`config.mk`:
```
export PLATFORM = sky130hd
export DESIGN_NAME = mdio_management_master_unit_flat
export DESIGN_NICKNAME = d
export VERILOG_FILES = /design/src/rtl/mdio_mm_pkg.sv /design/src/rtl/mdio_mm_if.sv /design/src/rtl/mdio_management_master_unit.sv /design/src/flat_wrapper.sv
export SDC_FILE = /design/constraint.sdc
export NUM_CORES = 1
export LEC_CHECK = 0
export BUFFER_PORTS_ARGS = -buffer_cell sky130_fd_sc_hd__clkbuf_2
export CORE_MARGIN = 3
export CORE_UTILIZATION = 30
export CTS_CLUSTER_DIAMETER = 120
export DETAILED_ROUTE_END_ITERATION = 6
export GPL_TIMING_DRIVEN = 0
export PLACE_DENSITY_LB_ADDON = 0.08
export SLEW_MARGIN = 20
export SYNTH_ARGS = -nofsm -noshare
export SYNTH_HDL_FRONTEND = slang
export SYNTH_SLANG_ARGS = --single-unit
```
`constraint.sdc`:
```
create_clock -name clk -period 6.3 [get_ports clk]
set_input_delay 1.26 -clock clk [delete_from_list [all_inputs] [get_ports clk]]
set_output_delay 1.26 -clock clk [all_outputs]
set_load 0.01 [all_outputs]
```
`src/rtl/mdio_mm_pkg.sv`:
```
// ----------------------------------------------------------------------------
// mdio_mm_pkg
// Shared types and constants for the clause-22 mdio management master.
// ----------------------------------------------------------------------------
package mdio_mm_pkg;

  // operation codes of a request word
  localparam logic [1:0] OP_IDLE  = 2'd0;
  localparam logic [1:0] OP_READ  = 2'd1;
  localparam logic [1:0] OP_WRITE = 2'd2;

  // configuration register indexes
  localparam logic CFG_PREAMBLE_BITS = 1'b0;
  localparam logic CFG_HALF_PERIOD   = 1'b1;

  localparam logic [5:0] PREAMBLE_RESET    = 6'd33;
  localparam logic [7:0] HALF_PERIOD_RESET = 8'd1;

  // frame headers: start, opcode and turnaround fields
  localparam logic [5:0] READ_HEADER   = 6'b110110;
  localparam logic [3:0] WRITE_HEADER  = 4'b0101;
  localparam logic [1:0] WRITE_TA      = 2'b10;

  // bit counts of the frame phases
  localparam logic [5:0] READ_CMD_BITS  = 6'd16;
  localparam logic [5:0] WRITE_CMD_BITS = 6'd32;
  localparam logic [5:0] SAMPLE_BITS    = 6'd19;
  localparam logic [5:0] TRAIL_BITS     = 6'd2;

  typedef struct packed {
    logic [1:0]  op;
    logic [4:0]  phy_id;
    logic [4:0]  reg_addr;
    logic [15:0] write_data;
    logic        mdio_in;
  } mdio_req_t;

  typedef struct packed {
    logic        mdc;
    logic        mdio_out;
    logic        mdio_drive;
    logic        busy_res;
    logic        done_res;
    logic [15:0] read_data;
  } mdio_res_t;

endpackage

```
`src/rtl/mdio_mm_if.sv`:
```
// ----------------------------------------------------------------------------
// mdio_mm_if
// Valid/ready channels carrying request and result words of the mdio master.
// ----------------------------------------------------------------------------
interface mdio_req_if;
  logic                   valid;
  logic                   ready;
  mdio_mm_pkg::mdio_req_t data;

  modport source (output valid, output data, input ready);
  modport sink   (input valid, input data, output ready);
endinterface

interface mdio_res_if;
  logic                   valid;
  logic                   ready;
  mdio_mm_pkg::mdio_res_t data;

  modport source (output valid, output data, input ready);
  modport sink   (input valid, input data, output ready);
endinterface

```
`src/rtl/mdio_management_master_unit.sv`:
```
// ----------------------------------------------------------------------------
// mdio_management_master_unit
// Clause-22 mdio master, one system tick per request word.
// ----------------------------------------------------------------------------
// a result word is registered in the output register, or in the skid entry while one waits
// throughput: one word per cycle while the skid entry is empty; ready drops when it is full
// a two-entry output stage lets requests flow while one result waits
// reset: synchronous, active high; idle, preamble 33, half period 1
// ----------------------------------------------------------------------------
module mdio_management_master_unit (
  input  logic             clk,
  input  logic             rst,
  mdio_req_if.sink         req,
  mdio_res_if.source       res,
  input  logic             cfg_we,
  input  logic             cfg_index,
  input  logic [7:0]       cfg_data
);
  import mdio_mm_pkg::*;

  // frame phases
  localparam logic [2:0] PH_IDLE   = 3'd0;
  localparam logic [2:0] PH_PRE    = 3'd1;
  localparam logic [2:0] PH_CMD    = 3'd2;
  localparam logic [2:0] PH_SAMPLE = 3'd3;
  localparam logic [2:0] PH_TRAIL  = 3'd4;

  logic [5:0]  preamble_bits;
  logic [7:0]  half_period_ticks;

  logic [2:0]  phase;
  logic [5:0]  bit_count;
  logic [31:0] out_shift;
  logic [18:0] in_shift;
  logic [7:0]  tick_count;
  logic        write_mode;
  logic        clock_level;
  logic [15:0] held_read_data;

  logic [2:0]  phase_next;
  logic [5:0]  bit_count_next;
  logic [31:0] out_shift_next;
  logic [18:0] in_shift_next;
  logic [7:0]  tick_count_next;
  logic        write_mode_next;
  logic        clock_level_next;
  logic [15:0] held_read_data_next;
  mdio_res_t   res_word;

  logic        accept;
  logic        out_take;
  logic        out_valid;
  mdio_res_t   out_word;
  logic        skid_valid;
  mdio_res_t   skid_word;

  assign accept    = req.valid && req.ready;
  assign out_take  = out_valid && res.ready;
  assign req.ready = !skid_valid;
  assign res.valid = out_valid;
  assign res.data  = out_word;

  // configuration writes
  always_ff @(posedge clk) begin
    if (rst) begin
      preamble_bits     <= PREAMBLE_RESET;
      half_period_ticks <= HALF_PERIOD_RESET;
    end else if (cfg_we) begin
      case (cfg_index)
        CFG_PREAMBLE_BITS: preamble_bits     <= cfg_data[5:0];
        CFG_HALF_PERIOD:   half_period_ticks <= cfg_data;
        default:           preamble_bits     <= preamble_bits;
      endcase
    end
  end

  // one tick of the frame sequencer
  always_comb begin
    logic [7:0] half;
    logic       last_tick;
    logic [5:0] bit_inc;
    logic [5:0] phase_len;

    phase_next          = phase;
    bit_count_next      = bit_count;
    out_shift_next      = out_shift;
    in_shift_next       = in_shift;
    tick_count_next     = tick_count;
    write_mode_next     = write_mode;
    clock_level_next    = clock_level;
    held_read_data_next = held_read_data;
    res_word            = '0;

    // start of a frame, only from idle
    if (phase == PH_IDLE && (req.data.op == OP_READ || req.data.op == OP_WRITE)) begin
      write_mode_next = (req.data.op == OP_WRITE);
      if (req.data.op == OP_WRITE) begin
        out_shift_next = {WRITE_HEADER, req.data.phy_id, req.data.reg_addr, WRITE_TA,
                          req.data.write_data};
      end else begin
        out_shift_next = {READ_HEADER, req.data.phy_id, req.data.reg_addr, 16'h0000};
      end
      bit_count_next   = '0;
      tick_count_next  = '0;
      clock_level_next = 1'b0;
      in_shift_next    = '0;
      phase_next       = (preamble_bits != 6'd0) ? PH_PRE : PH_CMD;
    end

    half      = (half_period_ticks != 8'd0) ? half_period_ticks : 8'd1;
    last_tick = ({1'b0, tick_count_next} + 9'd1) >= {1'b0, half};
    bit_inc   = bit_count_next + 6'd1;

    case (phase_next)
      PH_PRE:    phase_len = preamble_bits;
      PH_CMD:    phase_len = write_mode_next ? WRITE_CMD_BITS : READ_CMD_BITS;
      PH_SAMPLE: phase_len = SAMPLE_BITS;
      default:   phase_len = TRAIL_BITS;
    endcase

    if (phase_next != PH_IDLE) begin
      res_word.busy_res = 1'b1;
      res_word.mdc      = clock_level_next;
      if (phase_next == PH_PRE) begin
        res_word.mdio_drive = 1'b1;
        res_word.mdio_out   = 1'b1;
      end else if (phase_next == PH_CMD) begin
        res_word.mdio_drive = 1'b1;
        res_word.mdio_out   = out_shift_next[31];
      end

      if (!last_tick) begin
        tick_count_next = tick_count_next + 8'd1;
      end else if (!clock_level_next) begin
        // sample just before the rising mdc edge
        if (phase_next == PH_SAMPLE) begin
          in_shift_next = {in_shift_next[17:0], req.data.mdio_in};
        end
        tick_count_next  = '0;
        clock_level_next = 1'b1;
      end else begin
        // end of a bit period
        tick_count_next  = '0;
        clock_level_next = 1'b0;
        if (phase_next == PH_CMD) begin
          out_shift_next = {out_shift_next[30:0], 1'b0};
        end
        bit_count_next = bit_inc;
        if (bit_inc >= phase_len) begin
          bit_count_next = '0;
          case (phase_next)
            PH_PRE: phase_next = PH_CMD;
            PH_CMD: phase_next = write_mode_next ? PH_TRAIL : PH_SAMPLE;
            default: begin
              if (phase_next == PH_SAMPLE) begin
                held_read_data_next = in_shift_next[16:1];
              end
              phase_next        = PH_IDLE;
              res_word.done_res = 1'b1;
            end
          endcase
        end
      end
    end

    res_word.read_data = held_read_data_next;
  end

  // sequencer state, advanced once per accepted word
  always_ff @(posedge clk) begin
    if (rst) begin
      phase          <= PH_IDLE;
      bit_count      <= '0;
      out_shift      <= '0;
      in_shift       <= '0;
      tick_count     <= '0;
      write_mode     <= 1'b0;
      clock_level    <= 1'b0;
      held_read_data <= '0;
    end else if (accept) begin
      phase          <= phase_next;
      bit_count      <= bit_count_next;
      out_shift      <= out_shift_next;
      in_shift       <= in_shift_next;
      tick_count     <= tick_count_next;
      write_mode     <= write_mode_next;
      clock_level    <= clock_level_next;
      held_read_data <= held_read_data_next;
    end
  end

  // output register with skid entry
  always_ff @(posedge clk) begin
    if (rst) begin
      out_valid  <= 1'b0;
      skid_valid <= 1'b0;
    end else if (accept) begin
      if (!out_valid || out_take) begin
        out_valid <= 1'b1;
      end else begin
        skid_valid <= 1'b1;
      end
    end else if (out_take) begin
      out_valid  <= skid_valid;
      skid_valid <= 1'b0;
    end
  end

  always_ff @(posedge clk) begin
    if (accept) begin
      if (!out_valid || out_take) begin
        out_word <= res_word;
      end else begin
        skid_word <= res_word;
      end
    end else if (out_take && skid_valid) begin
      out_word <= skid_word;
    end
  end

endmodule
```
`src/flat_wrapper.sv`:
```
// flat-port wrapper written by rule: the top's interface ports become plain ports
module mdio_management_master_unit_flat import mdio_mm_pkg::*;
  (clk, rst, cfg_we, cfg_index, cfg_data, req_valid, req_data, req_ready, res_valid, res_data, res_ready);
  mdio_req_if req_i ();
  mdio_res_if res_i ();
  input  logic clk;
  input  logic rst;
  input  logic cfg_we;
  input  logic cfg_index;
  input  logic [7:0] cfg_data;
  input wire logic [$bits(req_i.valid)-1:0] req_valid;
  input wire logic [$bits(req_i.data)-1:0] req_data;
  output wire logic [$bits(req_i.ready)-1:0] req_ready;
  output wire logic [$bits(res_i.valid)-1:0] res_valid;
  output wire logic [$bits(res_i.data)-1:0] res_data;
  input wire logic [$bits(res_i.ready)-1:0] res_ready;
  assign req_i.valid = req_valid;
  assign req_i.data = req_data;
  assign req_ready = req_i.ready;
  assign res_valid = res_i.valid;
  assign res_data = res_i.data;
  assign res_i.ready = res_ready;
  mdio_management_master_unit u_core (.clk(clk), .rst(rst), .req(req_i), .res(res_i), .cfg_we(cfg_we), .cfg_index(cfg_index), .cfg_data(cfg_data));
endmodule
```
== After elaboration in Yosys (flattened, before gate mapping) ==
Index checks and enable logic that the tools add are counted.
Word-level totals
  output and inout port bits: 23
  bits in registers: 144
  logic and storage cells: 116
Operators by class
  eq/ne operators: 7
  reductions and logical operators: 21
  muxes and demuxes: 57
  $lt $le $gt $ge: 2
  bitwise operators: 2
  add/sub/neg operators: 3
Operators by type and width (count)
  $mux 32: 6
  $mux 16: 6
  $mux 19: 5
  $mux 21: 3
  $mux 6: 6
  $mux 8: 4
  $mux 3: 6
  $pmux 6 s3: 1
  $mux 1: 15
  $reduce_and 2->1: 6
  $add 8x1->9 const B: 1
  $ge 9x8->1: 1
  $add 8x1->8 const B: 1
  $reduce_bool 8->1: 1
  $add 6x1->6 const B: 1
  $eq 3x2->1 const B: 2
  $ge 6x6->1: 1
  $mux 2: 3
  $pmux 3 s2: 1
  $reduce_bool 6->1: 1
  $mux 5: 1
  $logic_and 1x1->1: 4
  $ne 2x2->1 const B: 2
  $reduce_bool 2->1: 2
  other kinds (9): 12

== Depth between registers and ports, before layout ==
Gate-level depths: netlist of the first run.
  word-level depth: 13
  mapped depth: 22

== Worst setup path after synthesis of the first run ==
OpenSTA, ideal clock, no wires.
  kind: in2reg
  start: input req_data[27]
  end: register u_core.out_shift[11]
  arrival time: 5442 ps
  setup time: 115 ps
  slack: 742 ps
  path buffers: 5
  stages: 21
  cells stage by stage: inv_1 ha_1 or4_4 buf_6 clkbuf_1 clkbuf_1 clkbuf_1 and2_1 ha_1 and3_1 nand3_1 xor2_1 nor2_1 ha_1 nand4_1 o21bai_1 a41oi_4 a21oi_2 clkbuf_1 mux2i_1 nand2_1
Between the ends
  cells in the longest elaborated chain, start to end: 9
Ends and longest elaborated chain
  start: declaration: line flat_wrapper.sv:12  | input wire logic [$bits(req_i.data)-1:0] req_data;
  parallel branches: the longest is 8 deep, another holds $add 8x1->9
  $mux 32 *: line mdio_management_master_unit.sv:121  | if (phase_next != PH_IDLE) begin
  end signal: assignment: line mdio_management_master_unit.sv:183  | out_shift <= out_shift_next;
  end: declaration: line mdio_management_master_unit.sv:33  | logic [31:0] out_shift;
Every way passes the cells marked *.
A chain may end at the register's enable or synchronous reset.

== Worst setup path after layout of the first run ==
  start: input req_data[27]
  end: register u_core.out_word (netlist bit u_core.res.data[5]) (data pin)
Between the ends
  cells in the longest elaborated chain, start to end: 13
Ends and longest elaborated chain
  parallel branches: the longest is 10 deep, another holds $add 6x1->6
  $mux 16 *: line mdio_management_master_unit.sv:121
  $mux 21 *: line mdio_management_master_unit.sv:211  | if (!out_valid || out_take) begin
  $mux 21 *: line mdio_management_master_unit.sv:210  | if (accept) begin
  end signal: assignment: line mdio_management_master_unit.sv:212  | out_word <= res_word;
  end signal: assignment: line mdio_management_master_unit.sv:217  | out_word <= skid_word;
  end: declaration: line mdio_management_master_unit.sv:53  | mdio_res_t out_word;
Every way passes the cells marked *. The select of a mux whose other input is x is not followed.

==> results of run 1 <==
[path summary, 6_finish.rpt]
| path | startpoint | endpoint | slack [ns] | depth (start not counted) |
|---|---|---|---|---|
| worst max-delay path | req_data[27] | u_core.res.data[5] | 0.32 | 20 |
| worst min-delay path | u_core.out_shift[14] | u_core.out_shift[14] | 0.44 | 2 |
| worst max register to register | u_core.phase[1] | u_core.res.data[5] | 1.25 | 18 |
| worst min register to register | u_core.out_shift[14] | u_core.out_shift[14] | 0.44 | 2 |
[metal layers]
layer	global-route usage, %	vias up	part of all wire (%)
li1	-	2984	-
met1	19.76	2886	45
met2	28.40	115	50
met3	2.818	19	3.3
met4	4.497	0	1.3
met5	0	-	0
[final cells by class]
| cell class | instances | area, µm² | share of cell area, % |
|---|---|---|---|
| clock buffers | 20 | 467.9 | 5.603 |
| flip-flops and latches | 142 | 3263 | 39.07 |
| multi-input cells | 573 | 3472 | 41.57 |
| inverters | 16 | 60.06 | 0.7191 |
| clock inverters | 12 | 132.6 | 1.588 |
| plain buffers | 56 | 249.0 | 2.981 |
| well taps | 313 | 391.6 | 4.689 |
| repair buffers | 63 | 315.3 | 3.775 |
[critical path: stages]
cell and delay (ns):
clkbuf_2 0.08, inv_1 0.04, ha_1 0.41, or4_4 0.45
buf_6 0.15, clkbuf_2 0.25, clkbuf_2 0.41, and2_1 0.29
ha_1 0.21, and3_1 0.28, xnor2_1 0.16, nor2_1 0.17
ha_1 0.29, a211oi_1 0.25, nand2_1 0.13, o221a_2 0.32
o211ai_2 0.29, clkbuf_1 0.38, or3_1 0.20, a31oi_1 0.08
[cell families (layout without fill, tap and decap cells)]
family / after synthesis / after routing / share of synthesized area (%)
adder cells (fa/ha/maj): 17 / 17 / 3.036
AO/OA/AOI/OAI: 192 / 192 / 18.39
buffers and inverters: 73 / 167 / 4.339
multiplexers: 40 / 40 / 5.750
XOR/XNOR: 10 / 10 / 1.250
AND/OR/NAND/NOR: 314 / 314 / 20.66
flip-flops: 142 / 142 / 46.57
[through the flow]
stage / setup WS [ns] / util [%] / total power (W) / hold slack [ns]
after floorplan: 0.7423 / - / 0.001191 / 0.4154
after global placement: -0.9485 / 33.86 / 0.001301 / 0.4227
after detailed placement: -0.9325 / 33.91 / 0.001305 / 0.4320
after CTS: 0.03710 / 36.59 / 0.002347 / 0.4409
after global routing: 0.02071 / 36.67 / 0.002419 / 0.4508
final: 0.3218 / 36.67 / 0.002317 / 0.4385
[Yosys cell counts (3+ instances only)]
cell and instances:
nand2_1 138, dfxtp_1 100, a21oi_1 66, nand3_1 54, nor2_1 48, clkbuf_1 46
edfxtp_1 42, mux2i_1 38, o21ai_0 29, a22o_1 23, nand2b_1 20, a31oi_1 17
ha_1 17, or3_1 16, inv_1 15, o211ai_1 14, a21o_1 10, and3_1 8
and2_1 7, buf_2 6, a211oi_1 5, nor3_1 5, xnor2_1 5, xor2_1 5
buf_6 3, nor2b_1 3, nor4_1 3
[flip-flops by register name, summed over array words and instances, names as in the netlist]
signal,count
u_core.out_shift,32
u_core.res.data,21
u_core.skid_word,21
u_core.in_shift,17
u_core.held_read_data,16
u_core.half_period_ticks,8
u_core.tick_count,8
u_core.bit_count,6
u_core.preamble_bits,6
u_core.phase,3
u_core.clock_level,1
u_core.res.valid,1
u_core.skid_valid,1
u_core.write_mode,1
[repair_timing]
action,4_1_cts,5_1_grt
endpoints found under the hold margin,0,0
resized for setup,5,9
hold buffers,0,0
pin swaps,0,0
endpoints found under the setup margin,110,82
[where the power goes]
| group | internal [W] | leakage, nW | switching (W) |
|---|---|---|---|
| Clock | 0.000620 | 0.293 | 0.000413 |
| Combinational | 0.0000879 | 1.69 | 0.000200 |
| Sequential | 0.000979 | 1.18 | 0.0000172 |
| Total | 0.00169 | 3.17 | 0.000630 |
==> out/results.tsv, run 1 <==
metric	value	unit
GP Congestion	0.8332	
IO Count	66	
TritonCTS Buffers	17	
Synth Register Bits	142	
Leakage	3.171	nW
commonest non-fill, non-tap cell in the layout	nand2_1	
Synthesized Nets	848	
vias in the first global route	6193	
Hold Violations, Final	0	
DIE AREA	25230	µm²
CP max FO	19	
Worst-path clk slew	0.06	ns
core box area	22780	µm²
WL/cell	16.66	µm
sequential area share after synthesis	46.57	%
Slew Limit Headroom	32.18	%
IO buf count	63	
setup TNS	0	ns
Peak VDD IR	0.0001823	V
Setup Viol. Count Final	0	
initial detailed-routing violation count	282	
post-DP HPWL	14.61	mm
DRC viols	0	
Final Non-Filler Cells	1195	
Post-layout nets	929	
Area contributors post-synth	dfxtp_1 (29%), edfxtp_1 (18%), nand2_1 (7.4%)	
commonest cells after routing, fill and taps aside	nand2_1 (138), dfxtp_1 (100), clkbuf_2 (70)	
Mean Syn Cell Area	8.892	µm²
placed insts	1164	
die height	158.8	µm
via count	6004	
Starting Density	30.76	%
crit end category	flip-flop	
Root Buffer	clkbuf_16	
Worst Tran Pin Value	1.009	ns
initial antenna violation count	0	
outcome	finished, final reports clean	
Die Span X	158.8	µm
setup bufs post-CTS	0	
first-pass GRT wire length	32.61	mm
Arr. time, crit path	6.12	ns
htree depth	4	
n_diodes	0	
critical path class	primary input to flip-flop	
maxcap violations	0	
Antenna Nets Post-Route	0	
placed inst area	7725	µm²
GRT overflow	0	
Design Area, Final	8352	µm²
cell area after synthesis	7007	µm²
CTS tree	built	
std cell rows	55	
hold crit path type	flip-flop to flip-flop	
CTS sink cnt	142	
Main synth FF type	dfxtp_1	
Final Max Tran Viols	0	
power per cell area	277.4	nW/µm²
First-pass DRT Iterations	6	
RSZ-0062 raised after global routing	no	
Netlist cell types	60	
pin count of the biggest net entering global routing	22	
largest area contributor in the netlist	dfxtp_1	
clk buf depth	2	
number of flops mapped to enable cells by yosys	42	
minimum clock period	5.978	ns
Synth top area share	28.57	%
Clock Skew	0.01449	ns
post-route clock period utilization	94.89	%
CP Launch Type	primary input	
Async SR Flop Fraction	0	%
share of cells above drive strength 1	14.51	%
fill cell count	2352	
GRT Util Overall	15.94	%
clock latency on the worst-skew pair	0.42	ns
FMAX	0.1673	GHz
Syn Inst Count	788	
Required @ worst endpoint	6.44	ns
number of synthesis warnings	0	
Post-Route WL	19.91	mm
Via-to-Cell Ratio	5.024	
P&R area growth vs syn	19.20	%
(Power assumes the default switching activity.)
==> run 2: changes to the inputs <==
Settings changed: PLACE_DENSITY_LB_ADDON 0.08 to 0.12.
==> out/results.tsv, run 2 (same netlist as run 1, synthesis figures left out) <==
metric	value	unit
outcome	finished, final reports clean	
Slew Limit Headroom	39.90	%
GRT Util Overall	15.70	%
setup bufs post-CTS	0	
max FFs per register	32	
power per cell area	271.3	nW/µm²
initial antenna violation count	0	
htree depth	4	
Worst Tran Pin Value	0.8940	ns
commonest non-fill, non-tap cell in the layout	nand2_1	
setup TNS	0	ns
most flop-heavy register	u_core.out_shift	
First-pass DRT Iterations	5	
CP Launch Type	primary input	
flop2flop setup slack	1.31	ns
core box area	22780	µm²
post-DP HPWL	14.23	mm
fill cell count	2421	
Arr. time, crit path	6.15	ns
Starting Density	30.76	%
GRT overflow	0	
IO buf count	63	
Via-to-Cell Ratio	4.868	
clk buf depth	2	
TritonCTS Buffers	17	
FF-to-FF End	u_core.res.data[1]	
Sw Ratio	28.26	%
Internal	0.001617	W
GP Congestion	0.8226	
Leakage	3.144	nW
die height	158.8	µm
part of the power in registers	44.2	%
Post-layout nets	930	
via count	5822	
minimum clock period	5.885	ns
combinational share of power	12.8	%
post-route clock period utilization	93.41	%
CTS sink cnt	142	
initial detailed-routing violation count	285	
commonest cells after routing, fill and taps aside	nand2_1 (138), dfxtp_1 (100), clkbuf_2 (67)	
Worst-path clk slew	0.07	ns
share of cells above drive strength 1	13.93	%
Post-Route WL	19.61	mm
critical path class	primary input to flip-flop	
RSZ-0062 raised after global routing	no	
Net Switching	0.0006370	W
Final Max Tran Viols	0	
Pwr Total	0.002254	W
Worst Setup SP	req_data[27]	
vias in the first global route	5843	
min-delay src	u_core.out_shift[12]	
Root Buffer	clkbuf_16	
reg2reg start	u_core.phase[1]	
DIE AREA	25230	µm²
clock network power share	43.0	%
Multi-input gate area	3457	µm²
first-pass GRT wire length	32.04	mm
CTS tree	built	
clock latency on the worst-skew pair	0.42	ns
Setup Viol. Count Final	0	
Hold Violations, Final	0	
DRC viols	0	
pin count of the biggest net entering global routing	22	
Required @ worst endpoint	6.57	ns
Setup crit end	u_core.res.data[1]	
n_diodes	0	
Register-to-Register Path Depth	19	
sequential cell area	3263	µm²
P&R area growth vs syn	18.57	%
hold crit path type	flip-flop to flip-flop	
crit end category	flip-flop	
Peak VDD IR	0.0001714	V
Hold-fix buffers, CTS	0	
IO Count	66	
WL/cell	16.39	µm
std cell rows	55	
FMAX	0.1699	GHz
CP max FO	19	
maxcap violations	0	
Die Span X	158.8	µm
Clock Skew	0.01049	ns
Antenna Nets Post-Route	0	
-- run 2: power by group through the flow --
stage | registers [W] | logic (W) | clock network [W]
after floorplan | 0.00102 | 0.000171 | 0
after global placement | 0.00102 | 0.000288 | 0
after detailed placement | 0.00102 | 0.000293 | 0
after CTS | 0.000997 | 0.000295 | 0.000991
after global routing | 0.00100 | 0.000322 | 0.00103
final | 0.000997 | 0.000289 | 0.000969
-- run 2: critical path, stage by stage --
cell      delay (ns)
clkbuf_2        0.07
inv_1           0.03
ha_1            0.40
or4_4           0.45
buf_6           0.15
clkbuf_2        0.25
buf_2           0.35
and2_1          0.23
ha_1            0.21
and3_1          0.28
nand3_1         0.13
xor2_1          0.14
nor2_1          0.08
ha_1            0.36
nand4_1         0.11
o21bai_1        0.33
a41o_1          0.24
o211ai_2        0.17
clkbuf_1        0.29
or3_1           0.45
a31oi_1         0.15
-- run 2: area by class of cell --
cell class,instances,area share (%)
Sequential cell,142,39.28
Buffer,56,2.967
Timing Repair Buffer,64,4.127
Multi-Input combinational cell,573,41.61
Inverter,16,0.7229
Clock buffer,20,5.256
Tap cell,313,4.714
Clock inverter,12,1.325
-- run 2: worst min path at each step --
stage	end	slack, ns	depth (start not counted)
final	u_core.out_shift[12]	0.44	2
after global placement	u_core.out_shift[15]	0.43	2
after floorplan	u_core.out_shift[10]	0.42	2
after global routing	u_core.out_shift[11]	0.46	2
after CTS	u_core.out_shift[15]	0.44	2
after detailed placement	u_core.out_shift[15]	0.43	2
-- run 2: through the flow --
| step | hold WS [ns] | instances | worst slack, ns | utilization [%] | area, µm² |
|---|---|---|---|---|---|
| detailed placement | 0.4322 | 1165 | -0.9694 | 34.03 | 7752 |
| global placement | 0.4266 | 1164 | -0.9521 | 33.86 | 7714 |
| global route | 0.4581 | 1196 | 0.04714 | 36.47 | 8308 |
| finish | 0.4378 | 1196 | 0.4152 | 36.47 | 8308 |
| floorplan | 0.4154 | 788 | 0.7423 | - | 7007 |
| CTS | 0.4409 | 1197 | 0.02745 | 36.47 | 8308 |
-- run 2: timing repair --
action,4_1_cts,5_1_grt
pin swaps,0,0
cloned,0,0
gates resized for setup,4,5
endpoints found under the setup margin,104,86
-- run 2: layer usage --
layer / routed length [µm] / part of all wire [%] / up-vias / global-route usage [%]
li1: - / - / 2989 / -
met1: 9234 / 47 / 2741 / 20.26
met2: 9706 / 50 / 75 / 27.26
met3: 518 / 2.6 / 17 / 3.287
met4: 146 / 0.74 / 0 / 3.104
met5: 0 / 0 / - / 0
==> run 3: changes to the inputs <==
Clock period 6.3 ns to 5.35 ns, I/O delays scaled along.
==> out/results.tsv, run 3 (same netlist as run 1, synthesis figures left out) <==
metric	value	unit
hold crit path type	flip-flop to flip-flop	
Worst Tran Pin Value	0.9773	ns
crit end category	flip-flop	
clk buf depth	2	
worst hold path cell count	2	
DRC viols	0	
Register-to-Register Path Depth	19	
clock latency on the worst-skew pair	0.43	ns
First-pass DRT Iterations	5	
fill cell count	2391	
GP Congestion	0.8033	
post-DP HPWL	14.03	mm
commonest cells after routing, fill and taps aside	nand2_1 (138), dfxtp_1 (100), clkbuf_2 (70)	
Via-to-Cell Ratio	4.901	
std cell rows	55	
IO buf count	63	
DP Worst Slack	-1.700	ns
FF-to-FF End	u_core.res.data[14]	
vias in the first global route	5889	
met1 wire length	9.246	mm
outcome	finished, final reports clean	
max FFs per register	32	
FMAX	0.1969	GHz
CP max stage cell	or4_4	
n_diodes	0	
Die Span X	158.8	µm
most flop-heavy register	u_core.out_shift	
Crit path buffers/inverters	6	
maxcap violations	0	
RSZ-0062 raised after global routing	no	
GRT Util Overall	15.41	%
metal2 WL	9.415	mm
Multi-input gate area	3530	µm²
initial detailed-routing violation count	280	
commonest non-fill, non-tap cell in the layout	nand2_1	
reg2reg start	u_core.phase[1]	
IO Count	66	
initial antenna violation count	0	
Root Buffer	clkbuf_16	
met3 wire length	592	µm
CP Launch Type	primary input	
GRT overflow	0	
Slew Limit Headroom	34.30	%
worst-path cell chain	clkbuf_2 > inv_1 > ha_2 > or4_4 > buf_6 > buf_4 > clkbuf_16 > and2_1 > ha_1 > and3_2 > nand3_1 > xor2_1 > nor2_1 > ha_1 > nand4_1 > o21bai_2 > a41o_1 > o211ai_4 > buf_4 > or3_1 > a31oi_1	
hold endpoint	u_core.out_shift[16]	
WL/cell	16.28	µm
min-delay src	u_core.out_shift[16]	
Setup Viol. Count Final	0	
TritonCTS Buffers	17	
Antenna Nets Post-Route	0	
Leakage	3.178	nW
Largest delay share family, worst path	simple AND/OR/NAND/NOR gates	
DIE AREA	25230	µm²
critical path class	primary input to flip-flop	
Hold Violations, Final	0	
Post-Route WL	19.45	mm
core box area	22780	µm²
Finished Core Util	36.90	%
Final Worst Setup Slack	0.2710	ns
pin count of the biggest net entering global routing	22	
Peak VDD IR	0.0001855	V
slowest cell delay on critical path	0.43	ns
post-route clock period utilization	94.93	%
Levels on crit path	21	
CP max FO	19	
CTS tree	built	
Final Max Tran Viols	0	
Starting Density	30.76	%
Worst-path clk slew	0.07	ns
top layer in use	met4	
flop2flop setup slack	0.89	ns
sequential cell area	3263	µm²
first-pass GRT wire length	31.31	mm
CTS sink cnt	142	
Clock Skew	0.01424	ns
Required @ worst endpoint	5.62	ns
P&R area growth vs syn	19.95	%
Arr. time, crit path	5.34	ns
power per cell area	318.0	nW/µm²
die height	158.8	µm
share of cells above drive strength 1	15.65	%
Post-layout nets	929	
via count	5857	
htree depth	4	
minimum clock period	5.079	ns
==> run 3: power breakdown <==
group | total [W] | switching (W) | leakage [nW] | internal, W
sequential | 0.00117 | 0.0000201 | 1.18 | 0.00115
combinational | 0.000353 | 0.000239 | 1.72 | 0.000114
clock | 0.00115 | 0.000490 | 0.275 | 0.000656
==> run 3: layout make-up <==
| type | count | area share (%) |
|---|---|---|
| Clock buffer | 20 | 5.315 |
| Clock inverter | 12 | 1.325 |
| Sequential cell | 142 | 38.83 |
| Inverter | 16 | 0.7146 |
| Tap cell | 313 | 4.660 |
| Timing Repair Buffer | 63 | 3.752 |
| Multi-Input combinational cell | 573 | 42.00 |
| Buffer | 56 | 3.409 |
==> run 3: metal layers <==
layer	track usage (%)	vias up
met5	0	-
met4	4.298	0
met3	2.948	16
met2	26.11	91
met1	20.09	2756
li1	-	2994
==> run 3: how the worst max path moves through the flow <==
stage                                      endpoint  slack [ns]         start
after global placement    u_core.held_read_data[12]       -1.73  req_data[27]
after global routing            u_core.res.data[14]        0.01  req_data[27]
after floorplan                 u_core.in_shift[16]        0.04  req_data[27]
after detailed placement  u_core.held_read_data[15]       -1.70  req_data[27]
final                           u_core.res.data[14]        0.27  req_data[27]
after CTS                       u_core.out_shift[1]        0.03  req_data[27]
==> run 3: worst register-to-register path, stage by stage (launching register included) <==
cell and delay [ns]:
dfxtp_1 0.30, buf_6 0.13, or4_4 0.47, buf_6 0.15, buf_4 0.20, clkbuf_16 0.21
and2_1 0.17, ha_1 0.21, and3_2 0.28, nand3_1 0.11, xor2_1 0.14, nor2_1 0.08
ha_1 0.35, nand4_1 0.13, o21bai_2 0.21, a41o_1 0.24, o211ai_4 0.13, buf_4 0.20
or3_1 0.38, a31oi_1 0.20
==> run 3: repair_timing <==
action,in CTS,in global routing
hold buffers,0,0
resized for setup,19,18
cloned,0,0
buffers inserted,0,0
pin swaps,0,6
endpoints found under the hold margin,0,0
setup endpoints to repair,117,101
==> run 3: through the flow <==
stage / std cells / power (W) / setup TNS [ns] / hold slack [ns] / cell area [µm²]
after detailed placement: 1164 / 0.001535 / -160.60 / 0.4292 / 7726
final: 1195 / 0.002672 / 0 / 0.4368 / 8404
after floorplan: 788 / 0.001402 / 0 / 0.4154 / 7008
after global placement: 1164 / 0.001536 / -165.07 / 0.4271 / 7715
after CTS: 1195 / 0.002703 / 0 / 0.4379 / 8348
after global routing: 1195 / 0.002790 / 0 / 0.4616 / 8404
